<file path="src/rtl/bsap_pkg.sv">
// ----------------------------------------------------------------------------
// bsap_pkg
// Shared types and constants of the bulk string array parser.
// ----------------------------------------------------------------------------
`timescale 1ns / 1ps
`default_nettype none

package bsap_pkg;

    localparam int ARGS_CEILING   = 32;
    localparam int MAX_BULK_BYTES = 16384;
    localparam int MAX_LINE_CHARS = 31;

    localparam int NUM_W   = 15;
    localparam int LINE_W  = 6;
    localparam int CNT_W   = 6;
    localparam int IDX_W   = 5;
    localparam int LEN_W   = 14;
    localparam int BYTE_W  = 8;

    localparam int ARG_CAP     = (ARGS_CEILING < 32) ? ARGS_CEILING : 32;
    localparam int LEN_MAX_INT = ((MAX_BULK_BYTES - 1) < 16383) ? (MAX_BULK_BYTES - 1) : 16383;

    localparam logic [NUM_W-1:0]  C_NUM_MAX   = 15'd32767;
    localparam logic [NUM_W-1:0]  C_LEN_MAX   = NUM_W'(LEN_MAX_INT);
    localparam logic [CNT_W-1:0]  C_ARG_CAP   = CNT_W'(ARG_CAP);
    localparam logic [LINE_W-1:0] C_LINE_MAX  = LINE_W'(MAX_LINE_CHARS);
    localparam logic [CNT_W-1:0]  C_ARG_RESET = 6'd32;

    localparam logic [BYTE_W-1:0] C_STAR   = 8'h2A;
    localparam logic [BYTE_W-1:0] C_DOLLAR = 8'h24;
    localparam logic [BYTE_W-1:0] C_CR     = 8'h0D;
    localparam logic [BYTE_W-1:0] C_LF     = 8'h0A;
    localparam logic [BYTE_W-1:0] C_PLUS   = 8'h2B;
    localparam logic [BYTE_W-1:0] C_MINUS  = 8'h2D;
    localparam logic [BYTE_W-1:0] C_SPACE  = 8'h20;
    localparam logic [BYTE_W-1:0] C_TAB    = 8'h09;
    localparam logic [BYTE_W-1:0] C_FF     = 8'h0C;
    localparam logic [BYTE_W-1:0] C_ZERO   = 8'h30;
    localparam logic [BYTE_W-1:0] C_NINE   = 8'h39;

    typedef enum logic [3:0] {
        PH_STAR     = 4'd0,
        PH_COUNT    = 4'd1,
        PH_COUNT_LF = 4'd2,
        PH_DOLLAR   = 4'd3,
        PH_LEN      = 4'd4,
        PH_LEN_LF   = 4'd5,
        PH_PAYLOAD  = 4'd6,
        PH_TRAIL1   = 4'd7,
        PH_TRAIL2   = 4'd8
    } t_phase;

    typedef enum logic [1:0] {
        NS_SKIP   = 2'd0,
        NS_DIGITS = 2'd1,
        NS_DONE   = 2'd2
    } t_nstage;

    typedef enum logic [1:0] {
        K_PAYLOAD = 2'd0,
        K_ARG_END = 2'd1,
        K_ERROR   = 2'd2
    } t_kind;

    typedef enum logic [2:0] {
        E_NO_STAR    = 3'd0,
        E_LINE_LONG  = 3'd1,
        E_BAD_COUNT  = 3'd2,
        E_NO_DOLLAR  = 3'd3,
        E_NEG_LEN    = 3'd4,
        E_LEN_LARGE  = 3'd5,
        E_CR_NO_LF   = 3'd6
    } t_err;

    typedef struct packed {
        t_nstage          stage;
        logic             neg;
        logic [NUM_W-1:0] value;
    } t_num;

    typedef struct packed {
        t_kind             kind;
        logic [BYTE_W-1:0] data;
        logic [IDX_W-1:0]  idx;
        logic [CNT_W-1:0]  cnt;
        logic [LEN_W-1:0]  len;
        logic              last;
        t_err              err;
    } t_result;

endpackage

`default_nettype wire

</file>
<file path="src/rtl/bsap_num.sv">
// ----------------------------------------------------------------------------
// bsap_num
// Decimal number reader: combinational step over one character of a number line.
// ----------------------------------------------------------------------------
`timescale 1ns / 1ps
`default_nettype none

module bsap_num
    import bsap_pkg::*;
(
    input  wire logic [BYTE_W-1:0] i_char,
    input  wire t_num              i_num,
    output t_num                   o_num
);

    logic              digit;
    logic              space;
    logic [NUM_W+3:0]  acc;
    logic [NUM_W-1:0]  acc_sat;

    always_comb begin
        digit   = (i_char >= C_ZERO) && (i_char <= C_NINE);
        space   = (i_char == C_SPACE) || ((i_char >= C_TAB) && (i_char <= C_FF));
        acc     = (NUM_W+4)'(i_num.value) * (NUM_W+4)'(10) + (NUM_W+4)'(i_char[3:0]);
        acc_sat = (acc > (NUM_W+4)'(C_NUM_MAX)) ? C_NUM_MAX : acc[NUM_W-1:0];
        o_num   = i_num;
        case (i_num.stage)
            NS_SKIP: begin
                if (space) begin
                    o_num = i_num;
                end else if (i_char == C_PLUS || i_char == C_MINUS) begin
                    o_num.neg   = (i_char == C_MINUS);
                    o_num.stage = NS_DIGITS;
                end else if (digit) begin
                    o_num.stage = NS_DIGITS;
                    o_num.value = acc_sat;
                end else begin
                    o_num.stage = NS_DONE;
                end
            end
            NS_DIGITS: begin
                if (digit) begin
                    o_num.value = acc_sat;
                end else begin
                    o_num.stage = NS_DONE;
                end
            end
            default: begin
                o_num = i_num;
            end
        endcase
    end

endmodule

`default_nettype wire

</file>
<file path="src/rtl/bsap_fsm.sv">
// ----------------------------------------------------------------------------
// bsap_fsm
// Request parser state and per-byte step logic.
// ----------------------------------------------------------------------------
`timescale 1ns / 1ps
`default_nettype none

module bsap_fsm
    import bsap_pkg::*;
(
    input  wire logic              i_clk,
    input  wire logic              i_rst_n,
    input  wire logic              i_step,
    input  wire logic [BYTE_W-1:0] i_byte,
    input  wire logic [CNT_W-1:0]  i_arg_limit,
    output logic                   o_res_valid,
    output t_result                o_res
);

    t_phase            r_phase,        n_phase;
    t_num              r_num,          n_num;
    logic [LINE_W-1:0] r_line_chars,   n_line_chars;
    logic [CNT_W-1:0]  r_request_args, n_request_args;
    logic [IDX_W-1:0]  r_current_arg,  n_current_arg;
    logic [LEN_W-1:0]  r_payload_left, n_payload_left;
    logic [LEN_W-1:0]  r_current_len,  n_current_len;

    t_num              num_fed;
    logic              err;
    t_err              err_code;
    logic [CNT_W-1:0]  limit;
    logic              last;

    bsap_num u_num (
        .i_char (i_byte),
        .i_num  (r_num),
        .o_num  (num_fed)
    );

    always_ff @(posedge i_clk) begin
        if (!i_rst_n) begin
            r_phase        <= PH_STAR;
            r_num          <= '0;
            r_line_chars   <= '0;
            r_request_args <= '0;
            r_current_arg  <= '0;
            r_payload_left <= '0;
            r_current_len  <= '0;
        end else if (i_step) begin
            r_phase        <= n_phase;
            r_num          <= n_num;
            r_line_chars   <= n_line_chars;
            r_request_args <= n_request_args;
            r_current_arg  <= n_current_arg;
            r_payload_left <= n_payload_left;
            r_current_len  <= n_current_len;
        end
    end

    always_comb begin
        n_phase        = r_phase;
        n_num          = r_num;
        n_line_chars   = r_line_chars;
        n_request_args = r_request_args;
        n_current_arg  = r_current_arg;
        n_payload_left = r_payload_left;
        n_current_len  = r_current_len;
        err            = 1'b0;
        err_code       = E_NO_STAR;
        o_res_valid    = 1'b0;
        o_res          = '0;
        limit          = (i_arg_limit > C_ARG_CAP) ? C_ARG_CAP : i_arg_limit;
        last           = ({1'b0, r_current_arg} + CNT_W'(1)) >= r_request_args;

        unique case (r_phase)
            PH_STAR: begin
                if (i_byte != C_STAR) begin
                    err = 1'b1;
                end else begin
                    n_num        = '0;
                    n_line_chars = '0;
                    n_phase      = PH_COUNT;
                end
            end
            PH_COUNT, PH_LEN: begin
                if (i_byte == C_CR) begin
                    n_phase = (r_phase == PH_COUNT) ? PH_COUNT_LF : PH_LEN_LF;
                end else if (r_line_chars >= C_LINE_MAX) begin
                    err      = 1'b1;
                    err_code = E_LINE_LONG;
                end else begin
                    n_line_chars = r_line_chars + LINE_W'(1);
                    n_num        = num_fed;
                end
            end
            PH_COUNT_LF: begin
                if (i_byte != C_LF) begin
                    err      = 1'b1;
                    err_code = E_CR_NO_LF;
                end else if (r_num.neg || r_num.value == '0
                             || r_num.value > NUM_W'(limit)) begin
                    err      = 1'b1;
                    err_code = E_BAD_COUNT;
                end else begin
                    n_request_args = r_num.value[CNT_W-1:0];
                    n_current_arg  = '0;
                    n_phase        = PH_DOLLAR;
                end
            end
            PH_DOLLAR: begin
                if (i_byte != C_DOLLAR) begin
                    err      = 1'b1;
                    err_code = E_NO_DOLLAR;
                end else begin
                    n_num        = '0;
                    n_line_chars = '0;
                    n_phase      = PH_LEN;
                end
            end
            PH_LEN_LF: begin
                if (i_byte != C_LF) begin
                    err      = 1'b1;
                    err_code = E_CR_NO_LF;
                end else if (r_num.neg && r_num.value != '0) begin
                    err      = 1'b1;
                    err_code = E_NEG_LEN;
                end else if (r_num.value > C_LEN_MAX) begin
                    err      = 1'b1;
                    err_code = E_LEN_LARGE;
                end else begin
                    n_current_len  = r_num.value[LEN_W-1:0];
                    n_payload_left = r_num.value[LEN_W-1:0];
                    n_phase        = (r_num.value == '0) ? PH_TRAIL1 : PH_PAYLOAD;
                end
            end
            PH_PAYLOAD: begin
                o_res_valid    = 1'b1;
                o_res.kind     = K_PAYLOAD;
                o_res.data     = i_byte;
                o_res.idx      = r_current_arg;
                o_res.cnt      = r_request_args;
                o_res.len      = r_current_len;
                n_payload_left = r_payload_left - LEN_W'(1);
                if (n_payload_left == '0) begin
                    n_phase = PH_TRAIL1;
                end
            end
            PH_TRAIL1: begin
                n_phase = PH_TRAIL2;
            end
            PH_TRAIL2: begin
                o_res_valid = 1'b1;
                o_res.kind  = K_ARG_END;
                o_res.idx   = r_current_arg;
                o_res.cnt   = r_request_args;
                o_res.len   = r_current_len;
                o_res.last  = last;
                if (last) begin
                    n_phase        = PH_STAR;
                    n_num          = '0;
                    n_line_chars   = '0;
                    n_request_args = '0;
                    n_current_arg  = '0;
                    n_payload_left = '0;
                    n_current_len  = '0;
                end else begin
                    n_current_arg = r_current_arg + IDX_W'(1);
                    n_phase       = PH_DOLLAR;
                end
            end
            default: begin
                n_phase        = PH_STAR;
                n_num          = '0;
                n_line_chars   = '0;
                n_request_args = '0;
                n_current_arg  = '0;
                n_payload_left = '0;
                n_current_len  = '0;
            end
        endcase

        // restart on any error
        if (err) begin
            n_phase        = PH_STAR;
            n_num          = '0;
            n_line_chars   = '0;
            n_request_args = '0;
            n_current_arg  = '0;
            n_payload_left = '0;
            n_current_len  = '0;
            o_res_valid    = 1'b1;
            o_res          = '0;
            o_res.kind     = K_ERROR;
            o_res.err      = err_code;
        end
    end

endmodule

`default_nettype wire

</file>
<file path="src/rtl/bulk_string_array_parser_unit.sv">
// ----------------------------------------------------------------------------
// bulk_string_array_parser_unit
// Byte-serial parser of bulk string array requests.
//
// Input channel i_valid/o_ready carries one request byte per word. Output
// channel o_valid/i_ready carries one result word: a payload byte, an
// argument end (o_last_argument marks the final argument of a request) or a
// parse error with o_error_code. Bytes that produce no result (markers,
// number lines, the first trailer byte) are consumed silently.
// Configuration channel i_cfg_valid/o_cfg_ready writes arg_limit; it is
// always ready and must be written only while the parser is idle.
// Path: an accepted byte waits in the input register until it is parsed; any
// result is loaded into the output register, whose valid bit drives o_valid.
// Throughput: one byte per cycle while the output is not stalled, set by the
// combinational parse step between input register and output register.
// Stall: while the output register holds an untaken word, a byte that would
// be parsed waits in the input register and o_ready drops.
// Reset: parser returns to waiting for '*', arg_limit becomes 32, both
// registers empty.
// ----------------------------------------------------------------------------
`timescale 1ns / 1ps
`default_nettype none

module bulk_string_array_parser_unit
    import bsap_pkg::*;
(
    input  wire logic              i_clk,
    input  wire logic              i_rst_n,
    input  wire logic              i_valid,
    output logic                   o_ready,
    input  wire logic [BYTE_W-1:0] i_data_byte,
    output logic                   o_valid,
    input  wire logic              i_ready,
    output logic [1:0]             o_kind,
    output logic [BYTE_W-1:0]      o_data_byte_res,
    output logic [IDX_W-1:0]       o_arg_index,
    output logic [CNT_W-1:0]       o_arg_count,
    output logic [LEN_W-1:0]       o_arg_length,
    output logic                   o_last_argument,
    output logic [2:0]             o_error_code,
    input  wire logic              i_cfg_valid,
    output logic                   o_cfg_ready,
    input  wire logic [CNT_W-1:0]  i_arg_limit
);

    logic              r_in_valid;
    logic [BYTE_W-1:0] r_in_byte;
    logic [CNT_W-1:0]  r_arg_limit;
    logic              r_out_valid;
    t_result           r_out;

    logic              step;
    logic              res_valid;
    t_result           res;

    assign step        = r_in_valid && (!r_out_valid || i_ready);
    assign o_ready     = !r_in_valid || step;
    assign o_cfg_ready = 1'b1;

    bsap_fsm u_fsm (
        .i_clk       (i_clk),
        .i_rst_n     (i_rst_n),
        .i_step      (step),
        .i_byte      (r_in_byte),
        .i_arg_limit (r_arg_limit),
        .o_res_valid (res_valid),
        .o_res       (res)
    );

    always_ff @(posedge i_clk) begin
        if (!i_rst_n) begin
            r_in_valid  <= 1'b0;
            r_out_valid <= 1'b0;
            r_arg_limit <= C_ARG_RESET;
        end else begin
            if (o_ready) begin
                r_in_valid <= i_valid;
            end
            if (step) begin
                r_out_valid <= res_valid;
            end else if (i_ready) begin
                r_out_valid <= 1'b0;
            end
            if (i_cfg_valid) begin
                r_arg_limit <= i_arg_limit;
            end
        end
    end

    always_ff @(posedge i_clk) begin
        if (o_ready && i_valid) begin
            r_in_byte <= i_data_byte;
        end
        if (step && res_valid) begin
            r_out <= res;
        end
    end

    assign o_valid         = r_out_valid;
    assign o_kind          = r_out.kind;
    assign o_data_byte_res = r_out.data;
    assign o_arg_index     = r_out.idx;
    assign o_arg_count     = r_out.cnt;
    assign o_arg_length    = r_out.len;
    assign o_last_argument = r_out.last;
    assign o_error_code    = r_out.err;

endmodule

`default_nettype wire

</file>
<file path="config.mk">
export PLATFORM = sky130hd
export DESIGN_NAME = bulk_string_array_parser_unit
export DESIGN_NICKNAME = d
export VERILOG_FILES = /design/src/rtl/bsap_pkg.sv /design/src/rtl/bsap_num.sv /design/src/rtl/bsap_fsm.sv /design/src/rtl/bulk_string_array_parser_unit.sv
export SDC_FILE = /design/constraint.sdc
export NUM_CORES = 1
export LEC_CHECK = 0
export BUFFER_PORTS_ARGS = -buffer_cell sky130_fd_sc_hd__buf_2
export CORE_MARGIN = 2
export CORE_UTILIZATION = 23
export CTS_CLUSTER_DIAMETER = 60
export DETAILED_ROUTE_END_ITERATION = 6
export PLACE_DENSITY_LB_ADDON = 0.3
export SETUP_SLACK_MARGIN = 0.5
export SYNTH_ARGS = -nofsm -noshare
export SYNTH_HDL_FRONTEND = slang
export SYNTH_SLANG_ARGS = --single-unit
</file>
<file path="constraint.sdc">
create_clock -name i_clk -period 6.1 [get_ports i_clk]
set_clock_uncertainty 0.2 [all_clocks]
set_input_delay 0.305 -clock i_clk [delete_from_list [all_inputs] [get_ports i_clk]]
set_output_delay 0.305 -clock i_clk [all_outputs]
set_load 0.01 [all_outputs]
</file>
Word-level counts from Yosys, hierarchy flattened
Index checks and enable logic that the tools add are counted.
{"block": "word_totals", "inputBits": 19, "out_inout_bits": 42, "ff_bits": 122, "wordCells": 197}
{"block": "classes", "n_bitwise": 3, "add_sub_neg": 5, "n_eq_ne": 39, "mux": 81, "order_cmp": 10, "n_reduce_logical": 38, "mul": 1}
{"operator": "18-bit two-way mux", "n": 7}
{"operator": "18-bit case mux with 5 select lines", "n": 1}
{"operator": "14-bit two-way mux", "n": 6}
{"operator": "6-bit two-way mux", "n": 10}
{"operator": "14-bit case mux with 4 select lines", "n": 1}
{"operator": "15-bit two-way mux", "n": 3}
{"operator": "14-bit case mux with 3 select lines", "n": 1}
{"operator": "4-bit two-way mux", "n": 10}
{"operator": "10-bit AND reduction", "n": 4}
{"operator": "3-bit by 2-bit inequality test with 1-bit output (second input constant)", "n": 12}
{"operator": "4-bit case mux with 8 select lines", "n": 1}
{"operator": "15-bit case mux with 2 select lines", "n": 1}
{"operator": "6-bit case mux with 5 select lines", "n": 1}
{"operator": "8-bit by 6-bit == test with 1-bit output (second input constant)", "n": 3}
{"operator": "5-bit two-way mux", "n": 4}
{"operator": "19-bit by 4-bit adder with 19-bit output", "n": 1}
{"operator": "19-bit by 15-bit > comparator with 1-bit output (second input constant)", "n": 1}
{"operator": "15-bit by 3-bit multiplier with 18-bit output (second input constant)", "n": 1}
{"operator": "1-bit two-way mux", "n": 18}
{"operator": "3-bit two-way mux", "n": 6}
{"operator": "6-bit case mux with 3 select lines", "n": 1}
{"operator": "4-bit by 3-bit == test with 1-bit output (second input constant)", "n": 4}
{"operator": "4-bit by 3-bit inequality test with 1-bit output (second input constant)", "n": 4}
{"operator": "8-bit by 6-bit inequality test with 1-bit output (second input constant)", "n": 2}
{"operator": "44 further kinds", "n": 74}

Logic depth before layout (Yosys ltp)
{"block": "logic_depth", "depth_word": 12, "mapped_depth": 14, "mapped_depth_nobuf": 12}

Hierarchy
Synthesis repeated with hierarchy kept, for this count alone.
{"block": "unflattened", "hier_cells": 850, "hier_area_um2": 7803.7}
{"mod": "bsap_fsm", "instances": 1, "seq_area_each_um2": 1341.3, "cells_per_inst": 559, "area_per_inst_um2": 4445.5}
{"mod": "bulk_string_array_parser_unit", "instances": 1, "seq_area_each_um2": 1571.5, "cells_per_inst": 81, "area_per_inst_um2": 1746.7}
{"mod": "bsap_num", "instances": 1, "seq_area_each_um2": 0.0, "cells_per_inst": 210, "area_per_inst_um2": 1611.5}

Least setup slack after synthesis
Ideal clock, no wire load.
{"block": "synth_path", "path_kind": "flip-flop to flip-flop", "start": "register u_fsm.r_num[1] (netlist bit)", "end": "register r_out (netlist bit o_arg_count[0]) (enable)", "setup_slack_ns": 1.854, "stages_incl_launch_ff": 7, "n_path_buf": 0, "period_less_slack_ns": 4.246, "arrival_ns": 3.596, "required_time_ns": 5.450, "setup_time_ns": 0.450, "path_cell_list": "dfxtp_1 > or4_1 > nor3_1 > o31a_1 > a31oi_4 > and3_1 > a21oi_1"}
{"block": "synth_between", "elab_chain_len": 8, "elab_cells_between_ends": 15, "classes_between": "order compare: 2; mux: 7; reduce/logical: 6"}
{"element": "start, declared", "line_no": "bsap_fsm.sv:21", "text": "t_num r_num, n_num;"}
{"element": "start signal, assigned", "line_no": "bsap_fsm.sv:51", "text": "r_num <= n_num;"}
{"element": "parallel branches: the longest is 5 deep, another holds 15-bit by 14-bit > comparator with 1-bit output"}
{"element": "1-bit case mux with 5 select lines (*)", "line_no": "bsap_fsm.sv:75", "text": "unique case (r_phase)"}
{"element": "1-bit two-way mux (*)", "line_no": "bsap_fsm.sv:183", "text": "if (err) begin"}
{"element": "1-bit logical AND (*)", "line_no": "bulk_string_array_parser_unit.sv:94", "text": "if (step && res_valid) begin"}
{"element": "end signal, assigned", "line_no": "bulk_string_array_parser_unit.sv:95", "text": "r_out <= res;"}
{"element": "end, declared", "line_no": "bulk_string_array_parser_unit.sv:50", "text": "t_result r_out;"}
Mark *: on every way between the ends.
A chain may end at the register's enable or synchronous reset.

Worst setup path in the final report
{"block": "layout_path", "start": "register u_fsm.r_num[1] (netlist bit)", "end": "register u_fsm.r_num[14] (netlist bit)"}
{"block": "layout_between", "elab_chain_len": 12, "elab_cells_between_ends": 35, "classes_between": "add/sub: 1; mul: 1; order compare: 3; eq/ne: 9; mux: 15; reduce/logical: 6"}
{"element": "15-bit by 3-bit multiplier with 18-bit output", "line_no": "bsap_num.sv:24", "text": "acc = (NUM_W+4)'(i_num.value) * (NUM_W+4)'(10) + (NUM_W+4)'(i_char[3:0]);"}
{"element": "19-bit by 4-bit adder with 19-bit output", "line_no": "bsap_num.sv:24"}
{"element": "19-bit by 15-bit > comparator with 1-bit output", "line_no": "bsap_num.sv:25", "text": "acc_sat = (acc > (NUM_W+4)'(C_NUM_MAX)) ? C_NUM_MAX : acc[NUM_W-1:0];"}
{"element": "15-bit two-way mux", "line_no": "bsap_num.sv:25"}
{"element": "15-bit two-way mux", "line_no": "bsap_num.sv:34, bsap_num.sv:42"}
{"element": "15-bit two-way mux", "line_no": "bsap_num.sv:31", "text": "end else if (i_char == C_PLUS || i_char == C_MINUS) begin"}
{"element": "18-bit two-way mux", "line_no": "bsap_num.sv:29", "text": "if (space) begin"}
{"element": "15-bit case mux with 2 select lines", "line_no": "bsap_num.sv:27", "text": "case (i_num.stage)"}
{"element": "18-bit two-way mux", "line_no": "bsap_fsm.sv:88", "text": "end else if (r_line_chars >= C_LINE_MAX) begin"}
{"element": "18-bit two-way mux", "line_no": "bsap_fsm.sv:86", "text": "if (i_byte == C_CR) begin"}
{"element": "18-bit case mux with 5 select lines", "line_no": "bsap_fsm.sv:75"}
{"element": "18-bit two-way mux", "line_no": "bsap_fsm.sv:183"}
Several ways; a longest one is shown, not always the timed one. The select of a mux whose other input is x is not followed.

==> flow_summary.yaml <==
route:
  viasPerCell: 4.79
  routed_wl_um: 19000
  first_pass_iters: 5
  routedWlPerCell_um: 15.1
  drc: 0
  antenna_left: 0
  num_vias: 6037
  dr.first_iter.drc_count: 329
grt:
  antenna_found_initial: 0
  grt_max_degree: 50
  grt_pass1_vias: 5879
  grt_pass1_wl_um: 31500
  grt_usage_pct: 11.9
  grt_overflow: 0
placement:
  gp_congestion: 0.849
  port_buffers: 59
  place_hpwl_um: 13500
  pre_cts_ws_ns: 1.95
clocking:
  htreeDepth: 4
  cts.path.max_buffers: 2
  cts_root_buf: "clkbuf_16"
  cts_buffers: 17
  clkTransAtPathRegs_ns: 0.06
  cts_tree: "yes"
  cts_setup_buffers: 0
  clock-sinks: 122
  clkLatencyLatePin_ns: 0.43
die:
  io_pins: 61
  rows: 64
  die_h_um: 181
  fp.dieW_um: 181
  initial_core_util_pct: 23.5
  core-area_mm2: 0.0307
  fp.dieArea_mm2: 0.0327
timing:
  worst_pin_slew_ns: 1.10
  whs_ns: 0.0318
  hold_viol: 0
  period_share_pct: 68.5
  max_freq_ghz: 0.239
  maxSlewHeadroom_pct: 26.9
  fin_ws_ns: 1.92
  setup_violations: 0
  grt_setup_unrepaired: "no"
  setup_tns_ns: 0
  maxSlewViolCount: 0
  fin_crit_ns: 4.18
setup_path:
  endpoint_kind: "flip-flop"
  cp-start-kind: "flip-flop"
  path_class: "flip-flop to flip-flop"
  r2r_end: "u_fsm.r_num[14]"
  crit_required_ns: 6.17
  reg2reg_slack_ns: 1.92
  ff2ff_path_depth: 11
  r2r-start: "u_fsm.r_num[1]"
  crit_arrival_ns: 4.25
  cp_max_fo: 15
final_layout:
  nNetsFinal: 917
  antenna_cells: 0
  final_util_pct: 27.9
  final_cell_mix: "dfxtp_1 (75), nor2_1 (69), a21oi_1 (66), nand2_1 (65), buf_2 (59)"
  drive_gt1_share_pct: 14.5
  area.growth.synth_to_final_pct: 19.0
  layout_commonest_cell: "dfxtp_1"
synthesis:
  synth-seq-cells: 122
  synth_edf_count: 47
  synth.area.top_cells: "dfxtp_1 (21%), edfxtp_1 (20%), ha_1 (7.8%), a21oi_1 (4.7%), nor2_1 (3.7%)"
  netlist_area_mm2: 0.00720
  synth_nets: 860
  yosys.area.top_type: "dfxtp_1"
  seq_area_frac_synth_pct: 40.5
  netlist_instances: 794
  async_flop_share_pct: 0
  yosysWarningCount: 0
  synth.distinct_cells: 83
  yosys.area.top_type_share_pct: 20.9
  ys.flop_type: "dfxtp_1"
  postSynthAreaPerCell_um2: 9.07
status:
  status: "finished clean"
hold_path:
  min_path_cells: 2
  whs_endpoint: "r_arg_limit[5]"
  hp-start: "i_cfg_valid"
  hold_class: "input port to flip-flop"
pwr:
  powerDensity_mw_per_mm2: 233
  peakVddDrop_mv: 0.202
  p_leak_nw: 3.35
job:
  drv_cap: 0
-- report_power, final --
| part | internal, mW | switching [mW] |
|---|---|---|
| Clock | 0.542 | 0.440 |
| Combinational | 0.0505 | 0.0811 |
| Sequential | 0.865 | 0.0156 |
-- metal layers --
layer	GRT usage [%]	share of wire [%]
met1	16.8	51
met2	17.9	43
met3	2.78	4.8
met4	3.90	1.3
met5	0	0
-- sequential cells by signal, summed over array words and instances (netlist names) --
name	cells
r_arg_limit	6
o_last_argument	1
o_arg_count	6
u_fsm.r_line_chars	6
r_in_valid	1
r_in_byte	8
o_arg_index	5
o_valid	1
u_fsm.r_num	18
u_fsm.r_phase	4
o_arg_length	14
o_kind	2
u_fsm.r_current_arg	5
u_fsm.r_current_len	14
u_fsm.r_payload_left	14
u_fsm.r_request_args	6
o_data_byte_res	8
o_error_code	3
-- what timing repair did --
item                      4_1_cts  5_1_grt
hold buffers                   15        0
gates resized for setup         0        0
hold endpoints to repair       15        0
-- worst max-delay path, stage by stage, from the launching register on --
cell,delay (ns)
dfxtp_1,0.57
ha_1,0.31
ha_1,0.25
fa_1,0.44
a211oi_1,0.38
o211ai_1,0.24
nand3_1,0.16
nand4_1,0.15
or3_1,0.35
or3_1,0.33
o211ai_2,0.54
nand3_1,0.12
-- logic make-up after synthesis --
| group | count (synthesis) | synth area share [%] |
|---|---|---|
| xor gates and xnor gates | 29 | 3.53 |
| and+or+nand+nor | 312 | 22.5 |
| AOI/OAI and AO/OA | 205 | 19.4 |
| other | 1 | 0.0521 |
| muxes | 11 | 1.62 |
| DFF | 122 | 40.5 |
| adders and majority gates | 47 | 8.38 |
| buffers and inverters | 67 | 4.07 |
-- cell usage after synthesis (3+ instances only) --
cell and number:
xnor2_1 15, nor4_1 9, nand3_1 31, o31ai_1 3, a22oi_1 16, or4_1 9
o21a_1 5, ha_1 45, a21boi_0 4, nor3_1 21, buf_4 3, and2_1 16
nor3b_1 3, nor2b_1 31, or3_1 7, or2_2 4, buf_2 12, mux2i_1 6
mux2_2 5, a21oi_1 67, and3_1 7, nand2_1 65, dfxtp_1 75, a211o_1 3
xor2_1 14, o211ai_1 5, a21o_1 8, nor2_1 70, inv_1 26, clkbuf_1 23
o21ai_0 41, a211oi_1 5, a31oi_1 5, edfxtp_1 47, nand4_1 13, a221oi_1 7
and4_1 3, nand2b_1 8
-- area by class of cell --
type                       instances  area, um2
tap                              396        495
clock inverter                    15        145
clock buffer                      17        425
sequential                       122       2910
timing repair buffer              79        483
fill                            3328      22100
inverter                          26       97.6
multi-input combinational        605       4010
-- metrics by stage --
stage | total power, mW | std cells | area [um2]
finish | 1.99 | 1260 | 8570
global route | 2.08 | 1260 | 8570
CTS | 2.02 | 1260 | 8570
detailed placement | 1.02 | 1213 | 7850
global placement | 1.02 | 1213 | 7850
floorplan | 0.982 | 794 | 7200
-- how the worst max path moves through the flow --
stage / cells after the start / endpoint / start / slack (ns)
final: 11 / u_fsm.r_num[14] / u_fsm.r_num[1] / 1.92
after global routing: 11 / u_fsm.r_num[14] / u_fsm.r_num[1] / 1.57
after CTS: 11 / u_fsm.r_num[14] / u_fsm.r_num[1] / 1.92
after detailed placement: 11 / u_fsm.r_num[14] / u_fsm.r_num[1] / 1.95
after global placement: 11 / u_fsm.r_num[14] / u_fsm.r_num[1] / 2.05
after floorplan: 6 / o_arg_count[0] / u_fsm.r_num[1] / 1.85
Power figures use the tool's default switching activity.
